## config.mk

```make
export PLATFORM = sky130hd
export DESIGN_NAME = morse_character_keyer_unit
export DESIGN_NICKNAME = d
export VERILOG_FILES = /design/src/mck_pkg.sv /design/src/mck_front.sv /design/src/mck_queue.sv /design/src/mck_back.sv /design/src/morse_character_keyer_unit.sv
export SDC_FILE = /design/constraint.sdc
export NUM_CORES = 1
export LEC_CHECK = 0
export ABC_AREA = 1
export BUFFER_PORTS_ARGS = -buffer_cell sky130_fd_sc_hd__buf_2
export CELL_PAD_IN_SITES_DETAIL_PLACEMENT = 1
export CELL_PAD_IN_SITES_GLOBAL_PLACEMENT = 1
export CORE_ASPECT_RATIO = 1.2
export CORE_UTILIZATION = 31
export CTS_CLUSTER_SIZE = 12
export DETAILED_ROUTE_END_ITERATION = 6
export PLACE_DENSITY_LB_ADDON = 0.1
export SYNTH_ARGS = -nofsm -noshare
export SYNTH_HDL_FRONTEND = slang
export SYNTH_SLANG_ARGS = --single-unit
```

## constraint.sdc

```tcl
create_clock -name clk_i -period 3.2 [get_ports clk_i]
set_clock_uncertainty 0.1 [all_clocks]
set_input_delay 0.16 -clock clk_i [delete_from_list [all_inputs] [get_ports clk_i]]
set_output_delay 0.16 -clock clk_i [all_outputs]
set_load 0.02 [all_outputs]
```

## src/mck_pkg.sv

```systemverilog
// Shared types and constant tables for the Morse character keyer.
`default_nettype none

package mck_pkg;

  // Symbol codes held in each pattern slot
  typedef enum logic [1:0] {
    SYM_NONE = 2'd0,
    SYM_DOT  = 2'd1,
    SYM_DASH = 2'd2
  } sym_e;

  // Segment length classes, in units
  typedef enum logic [1:0] {
    DUR_1U = 2'd0,
    DUR_2U = 2'd1,
    DUR_3U = 2'd2,
    DUR_8U = 2'd3
  } dur_e;

  localparam int unsigned CHAR_W     = 8;
  localparam int unsigned SPEED_W    = 4;
  localparam int unsigned DUR_W      = 23;
  localparam int unsigned ROM_ROWS   = 36;
  localparam int unsigned ROM_SLOTS  = 5;
  localparam int unsigned ROW_W      = $clog2(ROM_ROWS);
  localparam int unsigned SPEED_CNT  = 2 ** SPEED_W;
  localparam int unsigned DUR_KINDS  = 4;

  localparam logic [CHAR_W-1:0] CHAR_UPPER_A     = 8'h41;
  localparam logic [CHAR_W-1:0] CHAR_UPPER_Z     = 8'h5A;
  localparam logic [CHAR_W-1:0] CHAR_LOWER_A     = 8'h61;
  localparam logic [CHAR_W-1:0] CHAR_LOWER_Z     = 8'h7A;
  localparam logic [CHAR_W-1:0] CHAR_DIGIT_0     = 8'h30;
  localparam logic [CHAR_W-1:0] CHAR_DIGIT_9     = 8'h39;
  localparam logic [CHAR_W-1:0] CHAR_SPACE       = 8'h20;
  // digits land after the 26 letter rows
  localparam logic [CHAR_W-1:0] DIGIT_ROW_OFFSET = 8'h16;

  localparam logic [SPEED_W-1:0] SPEED_RESET = 4'd1;

  localparam int unsigned US_1U = 1000000;
  localparam int unsigned US_2U = 2000000;
  localparam int unsigned US_3U = 3000000;
  localparam int unsigned US_8U = 8000000;

  // Duration per class and speed; speed zero reads as speed one
  localparam logic [DUR_W-1:0] DUR_TABLE [DUR_KINDS][SPEED_CNT] = '{
    '{23'(US_1U / 1),  23'(US_1U / 1),  23'(US_1U / 2),  23'(US_1U / 3),
      23'(US_1U / 4),  23'(US_1U / 5),  23'(US_1U / 6),  23'(US_1U / 7),
      23'(US_1U / 8),  23'(US_1U / 9),  23'(US_1U / 10), 23'(US_1U / 11),
      23'(US_1U / 12), 23'(US_1U / 13), 23'(US_1U / 14), 23'(US_1U / 15)},
    '{23'(US_2U / 1),  23'(US_2U / 1),  23'(US_2U / 2),  23'(US_2U / 3),
      23'(US_2U / 4),  23'(US_2U / 5),  23'(US_2U / 6),  23'(US_2U / 7),
      23'(US_2U / 8),  23'(US_2U / 9),  23'(US_2U / 10), 23'(US_2U / 11),
      23'(US_2U / 12), 23'(US_2U / 13), 23'(US_2U / 14), 23'(US_2U / 15)},
    '{23'(US_3U / 1),  23'(US_3U / 1),  23'(US_3U / 2),  23'(US_3U / 3),
      23'(US_3U / 4),  23'(US_3U / 5),  23'(US_3U / 6),  23'(US_3U / 7),
      23'(US_3U / 8),  23'(US_3U / 9),  23'(US_3U / 10), 23'(US_3U / 11),
      23'(US_3U / 12), 23'(US_3U / 13), 23'(US_3U / 14), 23'(US_3U / 15)},
    '{23'(US_8U / 1),  23'(US_8U / 1),  23'(US_8U / 2),  23'(US_8U / 3),
      23'(US_8U / 4),  23'(US_8U / 5),  23'(US_8U / 6),  23'(US_8U / 7),
      23'(US_8U / 8),  23'(US_8U / 9),  23'(US_8U / 10), 23'(US_8U / 11),
      23'(US_8U / 12), 23'(US_8U / 13), 23'(US_8U / 14), 23'(US_8U / 15)}
  };

  // Rows a..z then 0..9, first symbol in slot 0
  localparam sym_e PATTERN_ROM [ROM_ROWS][ROM_SLOTS] = '{
    '{SYM_DOT,  SYM_DASH, SYM_NONE, SYM_NONE, SYM_NONE}, // a
    '{SYM_DASH, SYM_DOT,  SYM_DOT,  SYM_DOT,  SYM_NONE}, // b
    '{SYM_DASH, SYM_DOT,  SYM_DASH, SYM_DOT,  SYM_NONE}, // c
    '{SYM_DASH, SYM_DOT,  SYM_DOT,  SYM_NONE, SYM_NONE}, // d
    '{SYM_DOT,  SYM_NONE, SYM_NONE, SYM_NONE, SYM_NONE}, // e
    '{SYM_DOT,  SYM_DOT,  SYM_DASH, SYM_DOT,  SYM_NONE}, // f
    '{SYM_DASH, SYM_DASH, SYM_DOT,  SYM_NONE, SYM_NONE}, // g
    '{SYM_DOT,  SYM_DOT,  SYM_DOT,  SYM_DOT,  SYM_NONE}, // h
    '{SYM_DOT,  SYM_DOT,  SYM_NONE, SYM_NONE, SYM_NONE}, // i
    '{SYM_DOT,  SYM_DASH, SYM_DASH, SYM_DASH, SYM_NONE}, // j
    '{SYM_DASH, SYM_DOT,  SYM_DASH, SYM_NONE, SYM_NONE}, // k
    '{SYM_DOT,  SYM_DASH, SYM_DOT,  SYM_DOT,  SYM_NONE}, // l
    '{SYM_DASH, SYM_DASH, SYM_NONE, SYM_NONE, SYM_NONE}, // m
    '{SYM_DASH, SYM_DOT,  SYM_NONE, SYM_NONE, SYM_NONE}, // n
    '{SYM_DASH, SYM_DASH, SYM_DASH, SYM_NONE, SYM_NONE}, // o
    '{SYM_DOT,  SYM_DASH, SYM_DASH, SYM_DOT,  SYM_NONE}, // p
    '{SYM_DASH, SYM_DASH, SYM_DOT,  SYM_DASH, SYM_NONE}, // q
    '{SYM_DOT,  SYM_DASH, SYM_DOT,  SYM_NONE, SYM_NONE}, // r
    '{SYM_DOT,  SYM_DOT,  SYM_DOT,  SYM_NONE, SYM_NONE}, // s
    '{SYM_DASH, SYM_NONE, SYM_NONE, SYM_NONE, SYM_NONE}, // t
    '{SYM_DOT,  SYM_DOT,  SYM_DASH, SYM_NONE, SYM_NONE}, // u
    '{SYM_DOT,  SYM_DOT,  SYM_DOT,  SYM_DASH, SYM_NONE}, // v
    '{SYM_DOT,  SYM_DASH, SYM_DASH, SYM_NONE, SYM_NONE}, // w
    '{SYM_DASH, SYM_DOT,  SYM_DOT,  SYM_DASH, SYM_NONE}, // x
    '{SYM_DASH, SYM_DOT,  SYM_DASH, SYM_DASH, SYM_NONE}, // y
    '{SYM_DASH, SYM_DASH, SYM_DOT,  SYM_DOT,  SYM_NONE}, // z
    '{SYM_DASH, SYM_DASH, SYM_DASH, SYM_DASH, SYM_DASH}, // 0
    '{SYM_DOT,  SYM_DASH, SYM_DASH, SYM_DASH, SYM_DASH}, // 1
    '{SYM_DOT,  SYM_DOT,  SYM_DASH, SYM_DASH, SYM_DASH}, // 2
    '{SYM_DOT,  SYM_DOT,  SYM_DOT,  SYM_DASH, SYM_DASH}, // 3
    '{SYM_DOT,  SYM_DOT,  SYM_DOT,  SYM_DOT,  SYM_DASH}, // 4
    '{SYM_DOT,  SYM_DOT,  SYM_DOT,  SYM_DOT,  SYM_DOT }, // 5
    '{SYM_DASH, SYM_DOT,  SYM_DOT,  SYM_DOT,  SYM_DOT }, // 6
    '{SYM_DASH, SYM_DASH, SYM_DOT,  SYM_DOT,  SYM_DOT }, // 7
    '{SYM_DASH, SYM_DASH, SYM_DASH, SYM_DOT,  SYM_DOT }, // 8
    '{SYM_DASH, SYM_DASH, SYM_DASH, SYM_DASH, SYM_DOT }  // 9
  };

  // Back-end sequencer states
  typedef enum logic [4:0] {
    ST_IDLE  = 5'b00001,
    ST_MARK  = 5'b00010,
    ST_GAP   = 5'b00100,
    ST_SPACE = 5'b01000,
    ST_PAUSE = 5'b10000
  } state_e;

endpackage

`default_nettype wire

```

## src/mck_front.sv

```systemverilog
// Front end: classifies each character and looks up its dot/dash pattern.
`default_nettype none

module mck_front import mck_pkg::*; #(
  parameter int unsigned SYMBOLS_PER_CHAR = 5
) (
  input  logic                            in_valid_i,
  output logic                            in_ready_o,
  input  logic [CHAR_W-1:0]               char_code_i,
  input  logic                            q_full_i,
  output logic                            q_push_o,
  output logic                            q_space_o,
  output logic [SYMBOLS_PER_CHAR-1:0][1:0] q_pattern_o
);

  logic [ROW_W-1:0] row;
  logic             is_char;
  logic             is_space;

  always_comb begin
    row      = '0;
    is_char  = 1'b0;
    is_space = 1'b0;
    if (char_code_i >= CHAR_UPPER_A && char_code_i <= CHAR_UPPER_Z) begin
      row     = ROW_W'(char_code_i - CHAR_UPPER_A);
      is_char = 1'b1;
    end else if (char_code_i >= CHAR_LOWER_A && char_code_i <= CHAR_LOWER_Z) begin
      row     = ROW_W'(char_code_i - CHAR_LOWER_A);
      is_char = 1'b1;
    end else if (char_code_i >= CHAR_DIGIT_0 && char_code_i <= CHAR_DIGIT_9) begin
      row     = ROW_W'(char_code_i - DIGIT_ROW_OFFSET);
      is_char = 1'b1;
    end else if (char_code_i == CHAR_SPACE) begin
      is_space = 1'b1;
    end
  end

  // Slots past the ROM width stay empty
  for (genvar i = 0; i < SYMBOLS_PER_CHAR; i++) begin : g_slot
    if (i < ROM_SLOTS) begin : g_rom
      assign q_pattern_o[i] = PATTERN_ROM[row][i];
    end else begin : g_empty
      assign q_pattern_o[i] = SYM_NONE;
    end
  end

  assign in_ready_o = ~q_full_i;
  // drop characters that send nothing
  assign q_push_o   = in_valid_i & ~q_full_i & (is_char | is_space);
  assign q_space_o  = is_space;

endmodule

`default_nettype wire

```

## src/mck_queue.sv

```systemverilog
// Two-entry command queue between the front end and the sequencer.
`default_nettype none

module mck_queue #(
  parameter int unsigned WIDTH = 11
) (
  input  logic             clk_i,
  input  logic             rst_ni,
  input  logic             push_i,
  input  logic [WIDTH-1:0] push_data_i,
  output logic             full_o,
  input  logic             pop_i,
  output logic             valid_o,
  output logic [WIDTH-1:0] pop_data_o
);

  logic [WIDTH-1:0] entry_q [2];
  logic             wr_ptr_q, wr_ptr_d;
  logic             rd_ptr_q, rd_ptr_d;
  logic [1:0]       count_q, count_d;

  assign full_o     = count_q[1];
  assign valid_o    = (count_q != 2'd0);
  assign pop_data_o = entry_q[rd_ptr_q];

  always_comb begin
    wr_ptr_d = wr_ptr_q;
    rd_ptr_d = rd_ptr_q;
    count_d  = count_q;
    if (push_i) begin
      wr_ptr_d = ~wr_ptr_q;
    end
    if (pop_i) begin
      rd_ptr_d = ~rd_ptr_q;
    end
    if (push_i && !pop_i) begin
      count_d = count_q + 2'd1;
    end else if (pop_i && !push_i) begin
      count_d = count_q - 2'd1;
    end
  end

  always_ff @(posedge clk_i or negedge rst_ni) begin
    if (!rst_ni) begin
      wr_ptr_q <= 1'b0;
      rd_ptr_q <= 1'b0;
      count_q  <= 2'd0;
    end else begin
      wr_ptr_q <= wr_ptr_d;
      rd_ptr_q <= rd_ptr_d;
      count_q  <= count_d;
    end
  end

  always_ff @(posedge clk_i) begin
    if (push_i) begin
      entry_q[wr_ptr_q] <= push_data_i;
    end
  end

endmodule

`default_nettype wire

```

## src/mck_back.sv

```systemverilog
// Back end: walks a command's pattern and emits one timed segment per cycle while out_ready_i does not stall it.
`default_nettype none

module mck_back import mck_pkg::*; #(
  parameter int unsigned SYMBOLS_PER_CHAR = 5
) (
  input  logic                             clk_i,
  input  logic                             rst_ni,
  input  logic [SPEED_W-1:0]               speed_i,
  input  logic                             cmd_valid_i,
  input  logic                             cmd_space_i,
  input  logic [SYMBOLS_PER_CHAR-1:0][1:0] cmd_pattern_i,
  output logic                             cmd_pop_o,
  output logic                             out_valid_o,
  input  logic                             out_ready_i,
  output logic                             lamp_on_o,
  output logic [DUR_W-1:0]                 duration_us_o,
  output logic                             last_o
);

  localparam int unsigned IDX_W = (SYMBOLS_PER_CHAR > 1) ? $clog2(SYMBOLS_PER_CHAR) : 1;
  localparam logic [IDX_W-1:0] LAST_IDX = IDX_W'(SYMBOLS_PER_CHAR - 1);

  state_e                           state_q, state_d;
  logic [IDX_W-1:0]                 idx_q, idx_d;
  logic [SYMBOLS_PER_CHAR-1:0][1:0] pat_q, pat_d;
  logic                             out_valid_q;
  logic                             lamp_q;
  logic [DUR_W-1:0]                 dur_q;
  logic                             last_q;

  logic             advance;
  logic             seg_valid;
  logic             seg_lamp;
  logic             seg_last;
  dur_e             seg_dur;
  logic [IDX_W-1:0] idx_next;
  logic             load;

  assign advance  = ~out_valid_q | out_ready_i;
  assign idx_next = idx_q + IDX_W'(1);

  always_comb begin
    state_d   = state_q;
    idx_d     = idx_q;
    pat_d     = pat_q;
    seg_valid = 1'b0;
    seg_lamp  = 1'b0;
    seg_last  = 1'b0;
    seg_dur   = DUR_1U;
    load      = 1'b0;
    unique case (state_q)
      ST_IDLE: begin
        load = cmd_valid_i;
      end
      ST_MARK: begin
        seg_valid = 1'b1;
        seg_lamp  = 1'b1;
        seg_dur   = (pat_q[idx_q] == SYM_DASH) ? DUR_3U : DUR_1U;
        if (advance) begin
          state_d = ST_GAP;
        end
      end
      ST_GAP: begin
        seg_valid = 1'b1;
        if (advance) begin
          // patterns are packed from slot 0, so an empty slot ends the character
          if (idx_q == LAST_IDX || pat_q[idx_next] == SYM_NONE) begin
            state_d = ST_PAUSE;
          end else begin
            idx_d   = idx_next;
            state_d = ST_MARK;
          end
        end
      end
      ST_SPACE: begin
        seg_valid = 1'b1;
        seg_dur   = DUR_8U;
        if (advance) begin
          state_d = ST_PAUSE;
        end
      end
      ST_PAUSE: begin
        seg_valid = 1'b1;
        seg_last  = 1'b1;
        seg_dur   = DUR_2U;
        if (advance) begin
          state_d = ST_IDLE;
          load    = cmd_valid_i;
        end
      end
      default: begin
        state_d = ST_IDLE;
      end
    endcase
    if (load) begin
      pat_d   = cmd_pattern_i;
      idx_d   = '0;
      state_d = cmd_space_i ? ST_SPACE : ST_MARK;
    end
  end

  assign cmd_pop_o = load;

  always_ff @(posedge clk_i or negedge rst_ni) begin
    if (!rst_ni) begin
      state_q     <= ST_IDLE;
      idx_q       <= '0;
      out_valid_q <= 1'b0;
    end else begin
      state_q <= state_d;
      idx_q   <= idx_d;
      if (advance) begin
        out_valid_q <= seg_valid;
      end
    end
  end

  always_ff @(posedge clk_i) begin
    pat_q <= pat_d;
    if (advance) begin
      lamp_q <= seg_lamp;
      dur_q  <= DUR_TABLE[seg_dur][speed_i];
      last_q <= seg_last;
    end
  end

  assign out_valid_o   = out_valid_q;
  assign lamp_on_o     = lamp_q;
  assign duration_us_o = dur_q;
  assign last_o        = last_q;

endmodule

`default_nettype wire

```

## src/morse_character_keyer_unit.sv

```systemverilog
// Morse character keyer: top level with speed register, front end, queue and sequencer.
//
// Usage:
//   in channel (in_valid_i/in_ready_o, char_code_i) takes one ASCII character per item.
//   Letters of either case and digits send their Morse pattern, a space sends a
//   word gap; any other code is accepted and sends nothing.
//   out channel (out_valid_o/out_ready_i) gives one lamp segment per item:
//   lamp_on_o, duration_us_o and last_o, the latter high on the closing pause.
//   cfg channel (cfg_valid_i/cfg_ready_o, cfg_data_i) writes the speed setting; it
//   is always ready and must only be written while no character is in flight.
// Path: when the sequencer is idle, an accepted character goes through the queue,
//   the sequencer's load and the output register before its first segment appears.
// Throughput: one segment per cycle from the sequencer while out_ready_i is high,
//   so a character gives 2*symbols+1 segments (up to 11) and a space 2.
//   A two-entry queue lets the next characters be accepted meanwhile.
// Reset: the speed setting returns to 1, queue and output register empty.
// Stall: when out_ready_i is low the output register holds its segment, the
//   sequencer waits, and the input is accepted until the queue is full.
`default_nettype none

module morse_character_keyer_unit import mck_pkg::*; #(
  parameter int unsigned SYMBOLS_PER_CHAR = 5
) (
  input  logic               clk_i,
  input  logic               rst_ni,
  input  logic               cfg_valid_i,
  output logic               cfg_ready_o,
  input  logic [SPEED_W-1:0] cfg_data_i,
  input  logic               in_valid_i,
  output logic               in_ready_o,
  input  logic [CHAR_W-1:0]  char_code_i,
  output logic               out_valid_o,
  input  logic               out_ready_i,
  output logic               lamp_on_o,
  output logic [DUR_W-1:0]   duration_us_o,
  output logic               last_o
);

  localparam int unsigned CMD_W = 1 + 2 * SYMBOLS_PER_CHAR;

  logic [SPEED_W-1:0]               speed_q;
  logic                             q_full;
  logic                             q_push;
  logic                             q_space;
  logic [SYMBOLS_PER_CHAR-1:0][1:0] q_pattern;
  logic                             q_valid;
  logic                             q_pop;
  logic [CMD_W-1:0]                 q_head;
  logic                             head_space;
  logic [SYMBOLS_PER_CHAR-1:0][1:0] head_pattern;

  assign cfg_ready_o = 1'b1;

  always_ff @(posedge clk_i or negedge rst_ni) begin
    if (!rst_ni) begin
      speed_q <= SPEED_RESET;
    end else if (cfg_valid_i) begin
      speed_q <= cfg_data_i;
    end
  end

  mck_front #(
    .SYMBOLS_PER_CHAR(SYMBOLS_PER_CHAR)
  ) u_front (
    .in_valid_i (in_valid_i),
    .in_ready_o (in_ready_o),
    .char_code_i(char_code_i),
    .q_full_i   (q_full),
    .q_push_o   (q_push),
    .q_space_o  (q_space),
    .q_pattern_o(q_pattern)
  );

  mck_queue #(
    .WIDTH(CMD_W)
  ) u_queue (
    .clk_i      (clk_i),
    .rst_ni     (rst_ni),
    .push_i     (q_push),
    .push_data_i({q_space, q_pattern}),
    .full_o     (q_full),
    .pop_i      (q_pop),
    .valid_o    (q_valid),
    .pop_data_o (q_head)
  );

  assign head_space   = q_head[CMD_W-1];
  assign head_pattern = q_head[CMD_W-2:0];

  mck_back #(
    .SYMBOLS_PER_CHAR(SYMBOLS_PER_CHAR)
  ) u_back (
    .clk_i        (clk_i),
    .rst_ni       (rst_ni),
    .speed_i      (speed_q),
    .cmd_valid_i  (q_valid),
    .cmd_space_i  (head_space),
    .cmd_pattern_i(head_pattern),
    .cmd_pop_o    (q_pop),
    .out_valid_o  (out_valid_o),
    .out_ready_i  (out_ready_i),
    .lamp_on_o    (lamp_on_o),
    .duration_us_o(duration_us_o),
    .last_o       (last_o)
  );

endmodule

`default_nettype wire

```

* Word level (Yosys, flattened, before mapping) *
Memory sizes are Yosys's and may differ from the RTL's.
Cells that the tools add are included.

word-level totals
  register bits = 52
  bits in writable memories = 22
  ROM bits = 640
  input bits = 17
  output and inout port bits = 28
  logic and storage cells = 120
  memories = 2

memory list
  name              depth  bits a word  rd ports  clocked after Yosys merged registers in  write ports  line             source
  (name not given)  64     10           1         0                                        0            mck_front.sv:41  assign q_pattern_o[i] = PATTERN_ROM[row][i];
  u_queue.entry_q   2      11           1         0                                        1            mck_queue.sv:17  logic [WIDTH-1:0] entry_q [2];

cells by class
  add/sub/neg operators = 6
  magnitude comparators = 11
  equal/unequal tests = 14
  mux-type cells = 45
  bitwise gates (word level) = 11
  reduce and logical (&&, ||, !) cells = 16

operators with widths
  operator             count
  $bmux 368 s2         1
  $mux 368             2
  $bmux 23 s4          1
  $mux 23              2
  $mux 5               6
  $pmux 5 s5           1
  $mux 10              2
  $mux 6               3
  $ge 8x7->1 const B   2
  $le 8x7->1 const B   2
  $mux 1               13
  $bmux 2 s3           2
  $mux 3               4
  $ne 3x2->1 const B   4
  $mux 2               5
  $eq 8x6->1 const B   1
  $ge 8x6->1 const B   1
  $le 8x6->1 const B   1
  $lt 3x4->1 const B   2
  $reduce_bool 2->1    4
  $ge 7x7->1 const B   1
  $not 6->7            1
  $pmux 2 s3           1
  $sub 6x1->6 const B  1
  29 further kinds     40

* Logic depth before layout (Yosys ltp) *
Gate-level depths: netlist (run 1).

  word-level depth = 12
  gate-level depth with buffers = 19

* Hierarchy *
From an unflattened synthesis (run 1), not the netlist that was laid out.

second synthesis, totals
  cells, all modules = 731
  area total of the unflattened synthesis = 5,723.0 um^2

modules (own cells, without submodules)
  module                      times used  cells each  area each (um^2)
  mck_back                    1           451         3,403.3
  mck_front                   1           203         1,126.1
  mck_queue                   1           58          1,032.2
  morse_character_keyer_unit  1           19          161.4

* Least setup slack after synthesis (run 1) *
Ideal clock, no wire load.

  kind = register to register
  start = register u_back.out_valid_q (netlist: u_back.out_valid_o)
  end = register u_queue.count_q[1]
  setup time = 0.131 ns
  arrival = 2.368 ns
  slack = 0.601 ns
  cell stages (with the launch flop) = 11
  path buffers = 0
  period minus slack after synthesis = 2.599 ns
  cells stage by stage = dfrtp_1 > inv_1 > nor2_1 > inv_1 > nand3_1 > nand2_2 > inv_1 > ha_1 > a21oi_1 > o21ai_0 > xor2_1

between the ends
  longest elaborated chain between the ends = 7

RTL lines
  element                                             line                              source
  from (decl)                                         mck_back.sv:27                    logic out_valid_q;
  from (signal assigned)                              mck_back.sv:114                   out_valid_q <= seg_valid;
  $not 1->1 *                                         mck_back.sv:40                    assign advance = ~out_valid_q | out_ready_i;
  $or 1x1->1 *                                        mck_back.sv:40
  named net u_back.advance                            mck_back.sv:32                    logic advance;
  $mux 1 *                                            mck_back.sv:87                    if (advance) begin
  $pmux 1 s2 *                                        mck_back.sv:52                    unique case (state_q)
  named net q_pop                                     morse_character_keyer_unit.sv:47  logic q_pop;
  $logic_not 1->1                                     mck_queue.sv:36                   if (push_i && !pop_i) begin
  $logic_and 1x1->1                                   mck_queue.sv:36
  $mux 2 / $reduce_bool 2->1 (equally long branches)  n/a
  to (signal assigned)                                mck_queue.sv:51                   count_q <= count_d;
  to (decl)                                           mck_queue.sv:20                   logic [1:0] count_q, count_d;

The timed path passes the listed nets; every way through them passes the cells marked *.
A chain may end at the register's enable or synchronous reset.

* Worst setup path after layout (run 1) *
  start = register u_back.state_q[0]
  end = register u_back.dur_q[3] (netlist: u_back.duration_us_o[3]) (data pin)

between the ends
  longest elaborated chain between the ends = 9

RTL lines
  element                                        line             source
  from (decl)                                    mck_back.sv:24   state_e state_q, state_d;
  from (signal assigned)                         mck_back.sv:111  state_q <= state_d;
  $eq 5x5->1 (tied with other cells)             mck_back.sv:52
  $pmux 2 s3 *                                   mck_back.sv:52
  $not 2->3 (implied by the code) *              mck_back.sv:123  dur_q <= DUR_TABLE[seg_dur][speed_i];
  $bmux 368 s2 *                                 mck_back.sv:123
  $mux 368 (implied by the code) * (2 in a row)  mck_back.sv:123
  $bmux 23 s4 *                                  mck_back.sv:123
  $mux 23 (implied by the code) * (2 in a row)   mck_back.sv:123
  to (signal assigned)                           mck_back.sv:123
  to (decl)                                      mck_back.sv:29   logic [DUR_W-1:0] dur_q;

Mark *: on every way between the ends. The rest lies on a longest branch, timed or not. The select of a mux whose other input is x is not followed.

==> results of run 1 <==
==> layout by cell type, fill, tap and decap left out, types with 3 or more instances in the layout <==
cell and count:
xor2_1 3, buf_2 43, xnor2_1 3, edfxtp_1 57, dfrtp_1 15, nor3_1 7
inv_2 6, mux2_2 10, nand3_1 48, ha_1 32, nor2_1 76, nand2_2 13
o21ai_0 60, a221oi_1 3, a21oi_1 40, nand4_1 9, dlygate4sd3_1 7, a31oi_1 5
o211ai_1 11, clkbuf_16 9, a22oi_1 3, o21ai_1 4, nand2_1 159, o22ai_1 5
buf_4 17, o31ai_1 4, nor2_2 3, nand2_4 3, inv_1 88
==> kinds of logic (layout without fill, tap and decap cells) <==
kind of cell,count (synthesis),count (layout),synth area share
mux,10,10,0.02028
flops,74,74,0.3852
simple gates,328,328,0.2611
other cells,1,1,0.0006752
compound gates,151,151,0.1613
xor+xnor,6,6,0.009463
buf+inv,121,179,0.08988
fa+ha+maj,32,32,0.07209
==> power breakdown <==
group / internal (µW) / total [µW] / leakage (µW) / switching, µW
clock network: 618 / 1070 / 0.000149 / 454
registers: 1390 / 1550 / 0.000782 / 153
logic: 620 / 1880 / 0.00200 / 1260
==> worst max-delay path: stages, from the launching register on <==
cell and delay (ps):
dfstp_2 380, nor2_1 220, nand4_1 300, nand2_2 140
inv_1 170, ha_1 280, inv_1 110, nand2_1 180
nand2_1 210, a21oi_1 120, nor4_2 370, a21oi_1 100
==> sequential cells by signal (all words and copies together) (netlist names) <==
register	flops
speed_q	4
u_back.duration_us_o	23
u_back.idx_q	3
u_back.lamp_on_o	1
u_back.last_o	1
u_back.out_valid_o	1
u_back.pat_q	10
u_back.state_q	5
u_queue.count_q	2
u_queue.entry_q	22
u_queue.rd_ptr_q	1
u_queue.wr_ptr_q	1
==> metrics by stage <==
stage | cell area [µm²] | power [µW] | std cells | hold WS [ps]
2_1_floorplan | 5554 | 2819 | 723 | -235.6
3_3_place_gp | 6042 | 3412 | 977 | 35.19
3_5_place_dp | 6042 | 3446 | 977 | 46.10
4_1_cts | 6421 | 4542 | 1000 | 9.941
5_1_grt | 6437 | 4836 | 1001 | 53.00
6_report | 6437 | 4498 | 1001 | 22.39
==> worst max path at each step <==
stage,endpoint,slack [ps],from,depth (start not counted)
5_1_grt,u_back.duration_us_o[10],30,u_back.state_q[3],14
4_1_cts,u_back.duration_us_o[3],140,u_back.state_q[0],11
3_5_place_dp,u_back.duration_us_o[3],160,u_back.state_q[0],11
2_1_floorplan,u_queue.count_q[1],600,u_back.out_valid_o,10
6_report,u_back.duration_us_o[3],240,u_back.state_q[0],11
3_3_place_gp,u_back.duration_us_o[3],130,u_back.state_q[0],11
==> metal layers <==
metal  track usage  vias up  share of wire
met3       0.02799       38          0.042
met1        0.2686     2533           0.43
met5             0        -              0
met2        0.3508      146           0.49
li1              -     2546              -
met4       0.09286        0          0.037
==> layout make-up <==
class                   count  area share
multi-input cells         528      0.4542
flip-flops and latches     74      0.3324
repair buffers             68     0.06725
inverters                  95     0.05539
well taps                 220     0.04276
clock buffers               9     0.03499
clock inverters             7     0.01302
==> repair_timing <==
| item | in CTS | in global routing |
|---|---|---|
| hold buffers | 7 | 0 |
| endpoints found under the hold margin | 19 | 0 |
| endpoints found under the setup margin | 0 | 5 |
| buffers inserted | 0 | 1 |
| resized for setup | 0 | 3 |
==> impl_metrics.toml, run 1 <==
[status]
status = "complete, no violations"

[final_layout]
final.fill_count = 2183
nets = 825
antenna_cells = 0
area_delta_synth_final_pct = 15.90
final_core_util = 0.3677
drive_above_1_share = 0.1588
register_area_um2 = 2140
multi_input_area_um2 = 2924

[synth]
ys_seq_elements = 74
synthesis.nets = 772
yosysTopAreaCellShare = 0.3082
synth_cell_types = 52
synth-main-ff-cell = "edfxtp_1"
yosys_warnings = 0
syn_area_um2 = 5554
synth_area_per_cell_um2 = 7.682
async_flop_share = 0.2297
synth_edf_count = 57
synth_top_cell_by_area = "edfxtp_1"
synth.most_common_cell = "nand2_1"
yosys-top-cells-count = "160 x nand2_1, 89 x inv_1, 76 x nor2_1"
synth_area_leaders = "edfxtp_1 31%, nand2_1 11%, ha_1 7.2%, dfrtp_1 6.8%, inv_1 6.0%"
synth_cells = 723
ys_seq_area_frac = 0.3852

[flow_run]
maxCapViolations = 0

[drt]
ant_nets = 0
vias_per_cell = 5.258
post_drt_wl_per_cell_um = 18.15
wl_um = 18170
drtPass1Iterations = 5
drt-initial-drc-count = 349
drc_errors = 0
via_count = 5263

[timing]
hold_viol = 0
fmax_mhz = 338.3
drv_slew = 0
tightest_slew_ps = 656.4
fin_tns_setup_ps = 0
fin_crit_ps = 2956
rsz0062_at_grt = "false"
slew-limit-headroom = 0.5597
period_share = 0.9238
final-setup-viol-count = 0
setup_ws_ps = 243.7

[critical_path]
arrival_ps = 2930
path_class = "flop to flop"
endpoint_kind = "flop"
r2r_end = "u_back.duration_us_o[3]"
r2r-start = "u_back.state_q[0]"
cp.required_ps = 3170
r2r_cells = 11
crit_path_max_fanout = 7
start_kind = "flop"
worst-r2r-setup-slack_ps = 240

[clock_network]
clkLatencyLatePin_ps = 340
clockBufferDepth = 2
clkTransAtPathRegs_ps = 70
htree_levels = 3
cts_root_buffer = "clkbuf_16"
cts_sinks = 74
numCtsBuffers = 9
cts_tree = "yes"

[min_path]
hold_path.class = "input pin to flop"
holdCritStartpoint = "cfg_valid_i"
min_to = "speed_q[1]"
hold_path_depth = 2

[floorplan]
initial_core_util = 0.3173
design.portCount = 45
rows = 53
die_width_um = 124.2
dieArea_um2 = 18460
coreArea_um2 = 17510
die_h_um = 148.6

[placed_design]
io_buffers = 43
dp_hpwl_um = 13910
dp_slack_ps = 158.2
gp_congestion = 0.9375

[global_route]
grt_max_degree = 38
grt_pass1_wl_um = 29790
overflow = 0
grt_pass1_vias = 5478
track_usage = 0.2107
antenna_found_initial = 0

[power_and_ir_drop]
leakage_uw = 0.002934
irDropWorstVdd_uv = 254.6
p_per_area_nw_per_um2 = 698.7
Note: power is estimated with default switching activity, not from simulation.
==> run 2, diff against run 1 <==
--- a/config.mk
+++ b/config.mk
@@ -13,7 +13,9 @@
 export CORE_UTILIZATION = 31
 export CTS_CLUSTER_SIZE = 12
 export DETAILED_ROUTE_END_ITERATION = 6
+export GPL_TIMING_DRIVEN = 0
 export PLACE_DENSITY_LB_ADDON = 0.1
+export SLEW_MARGIN = 20
 export SYNTH_ARGS = -nofsm -noshare
 export SYNTH_HDL_FRONTEND = slang
 export SYNTH_SLANG_ARGS = --single-unit
==> impl_metrics.toml, run 2 (synthesis gave the netlist of run 1 again) <==
[critical_path]
path_class = "flop to flop"
r2r-start = "u_back.state_q[0]"
cp.required_ps = 3110
cp-endpoint = "u_back.duration_us_o[12]"
arrival_ps = 2920
r2r_end = "u_back.duration_us_o[12]"
endpoint_kind = "flop"
crit_path_max_fanout = 7
setup.worst_path.start = "u_back.state_q[0]"
worst-r2r-setup-slack_ps = 180
start_kind = "flop"
r2r_cells = 11

[power_and_ir_drop]
leakage_uw = 0.002926
switching_share = 0.4226
irDropWorstVdd_uv = 247.3
p_per_area_nw_per_um2 = 702.5
clkPwrFrac = 0.236
internal_power_uw = 2631
pwr-share-comb = 0.429
power.switching_uw = 1926
p_seq_frac = 0.335

[final_layout]
final_core_util = 0.3706
drive_above_1_share = 0.1501
layout_common_cells = "159 x nand2_1, 88 x inv_1, 74 x nor2_1, 58 x o21ai_0, 57 x edfxtp_1"
final_common_cell = "nand2_1"
final.fill_count = 2228
antenna_cells = 0
fin_area_um2 = 6487
area_delta_synth_final_pct = 16.81
largest_register_ffs = 23
nets = 837

[flow_run]
maxCapViolations = 0

[drt]
via_count = 5426
post_drt_wl_per_cell_um = 19.00
ant_nets = 0
drtPass1Iterations = 4
wl_um = 19250
vias_per_cell = 5.356
drt-initial-drc-count = 288
drc_errors = 0

[timing]
slew-limit-headroom = 0.3468
fin_crit_ps = 3016
rsz0062_at_grt = "true"
period_share = 0.9425
fmax_mhz = 331.6
tightest_slew_ps = 976.2
hold_viol = 0
drv_slew = 0
final-setup-viol-count = 0

[global_route]
overflow = 0
antenna_found_initial = 0
grt_pass1_wl_um = 31010
track_usage = 0.2211
grt_pass1_vias = 5668
grt_max_degree = 32

[floorplan]
dieArea_um2 = 18460
die_h_um = 148.6
rows = 53
initial_core_util = 0.3173
coreArea_um2 = 17510
design.portCount = 45
die_width_um = 124.2

[placed_design]
io_buffers = 42
dp_hpwl_um = 14540
placed_area_um2 = 6040
gp_congestion = 0.9305

[clock_network]
numCtsBuffers = 9
cts_root_buffer = "clkbuf_16"
clkTransAtPathRegs_ps = 70
cts_tree = "yes"
cts_sinks = 74
htree_levels = 3
clockBufferDepth = 2
clkLatencyLatePin_ps = 340

[status]
status = "complete, no violations"

[min_path]
hold_path.class = "input pin to flop"
run 2: changes by cell type in the layout (fill, tap and decap cells not counted), sizes merged:
cell,change
inv,+1
clkbuf,+14
clkinv,-1
buf,-1
dlygate4sd3,-1
run 2: per-stage QoR:
stage	hold WS (ps)	TNS (ps)	cells	setup WS, ps	power (µW)
floorplan	-235.6	0	723	601.3	2819
finish	27.07	0	1013	184.0	4557
detailed placement	45.43	-568.5	985	-250.0	3432
CTS	18.71	0	1013	29.41	4574
global route	67.10	-72.08	1013	-39.85	4863
global placement	30.41	-1072	985	-310.7	3391
run 2: timing repair:
action	4_1_cts	5_1_grt
gates resized for setup	3	6
hold endpoints to repair	19	0
buffers inserted	6	0
endpoints found under the setup margin	9	8
pin swaps	2	1
hold buffers	6	0
run 2: cell type report:
class	instances	area, µm²	area share
tap	220	275.3	0.04243
inverter	95	356.6	0.05497
clock inverter	7	83.83	0.01292
buffer	26	142.6	0.02199
sequential	74	2140	0.3298
multi-input combinational	528	2949	0.4546
timing repair buffer	54	315.3	0.04860
clock buffer	9	225.2	0.03472
run 2: power groups by stage:
| stage | registers (µW) | logic (µW) | clock network (µW) |
|---|---|---|---|
| after CTS | 1530 | 1950 | 1100 |
| after global routing | 1570 | 2170 | 1130 |
| after floorplan | 1660 | 1160 | 0 |
| after detailed placement | 1540 | 1890 | 0 |
| final | 1530 | 1960 | 1080 |
| after global placement | 1530 | 1860 | 0 |
run 2: how the worst min path moves through the flow:
stage	from	end	slack (ps)	cells after the start
2_1_floorplan	rst_ni	speed_q[1]	-240	0
3_3_place_gp	rst_ni	u_queue.count_q[1]	30	1
3_5_place_dp	rst_ni	u_queue.count_q[0]	50	1
4_1_cts	cfg_valid_i	speed_q[3]	20	2
5_1_grt	cfg_valid_i	speed_q[1]	70	2
6_report	cfg_valid_i	speed_q[3]	30	2
run 2: worst max-delay path: stages, from the launching register on:
cell and delay [ps]:
dfstp_2 390, nor2_2 200, nand4_1 230, nand2_4 150
inv_1 180, ha_1 300, inv_1 130, nand2_1 190
nand2_1 210, nor2_1 60, o41ai_1 250, o311ai_0 290
run 2: metal layers:
metal  track usage  up-vias  part of all wire
met3       0.02991       49             0.055
met4       0.09107        0             0.032
met1        0.2767     2618              0.41
li1              -     2567                 -
met5             0        -                 0
met2        0.3765      192              0.50
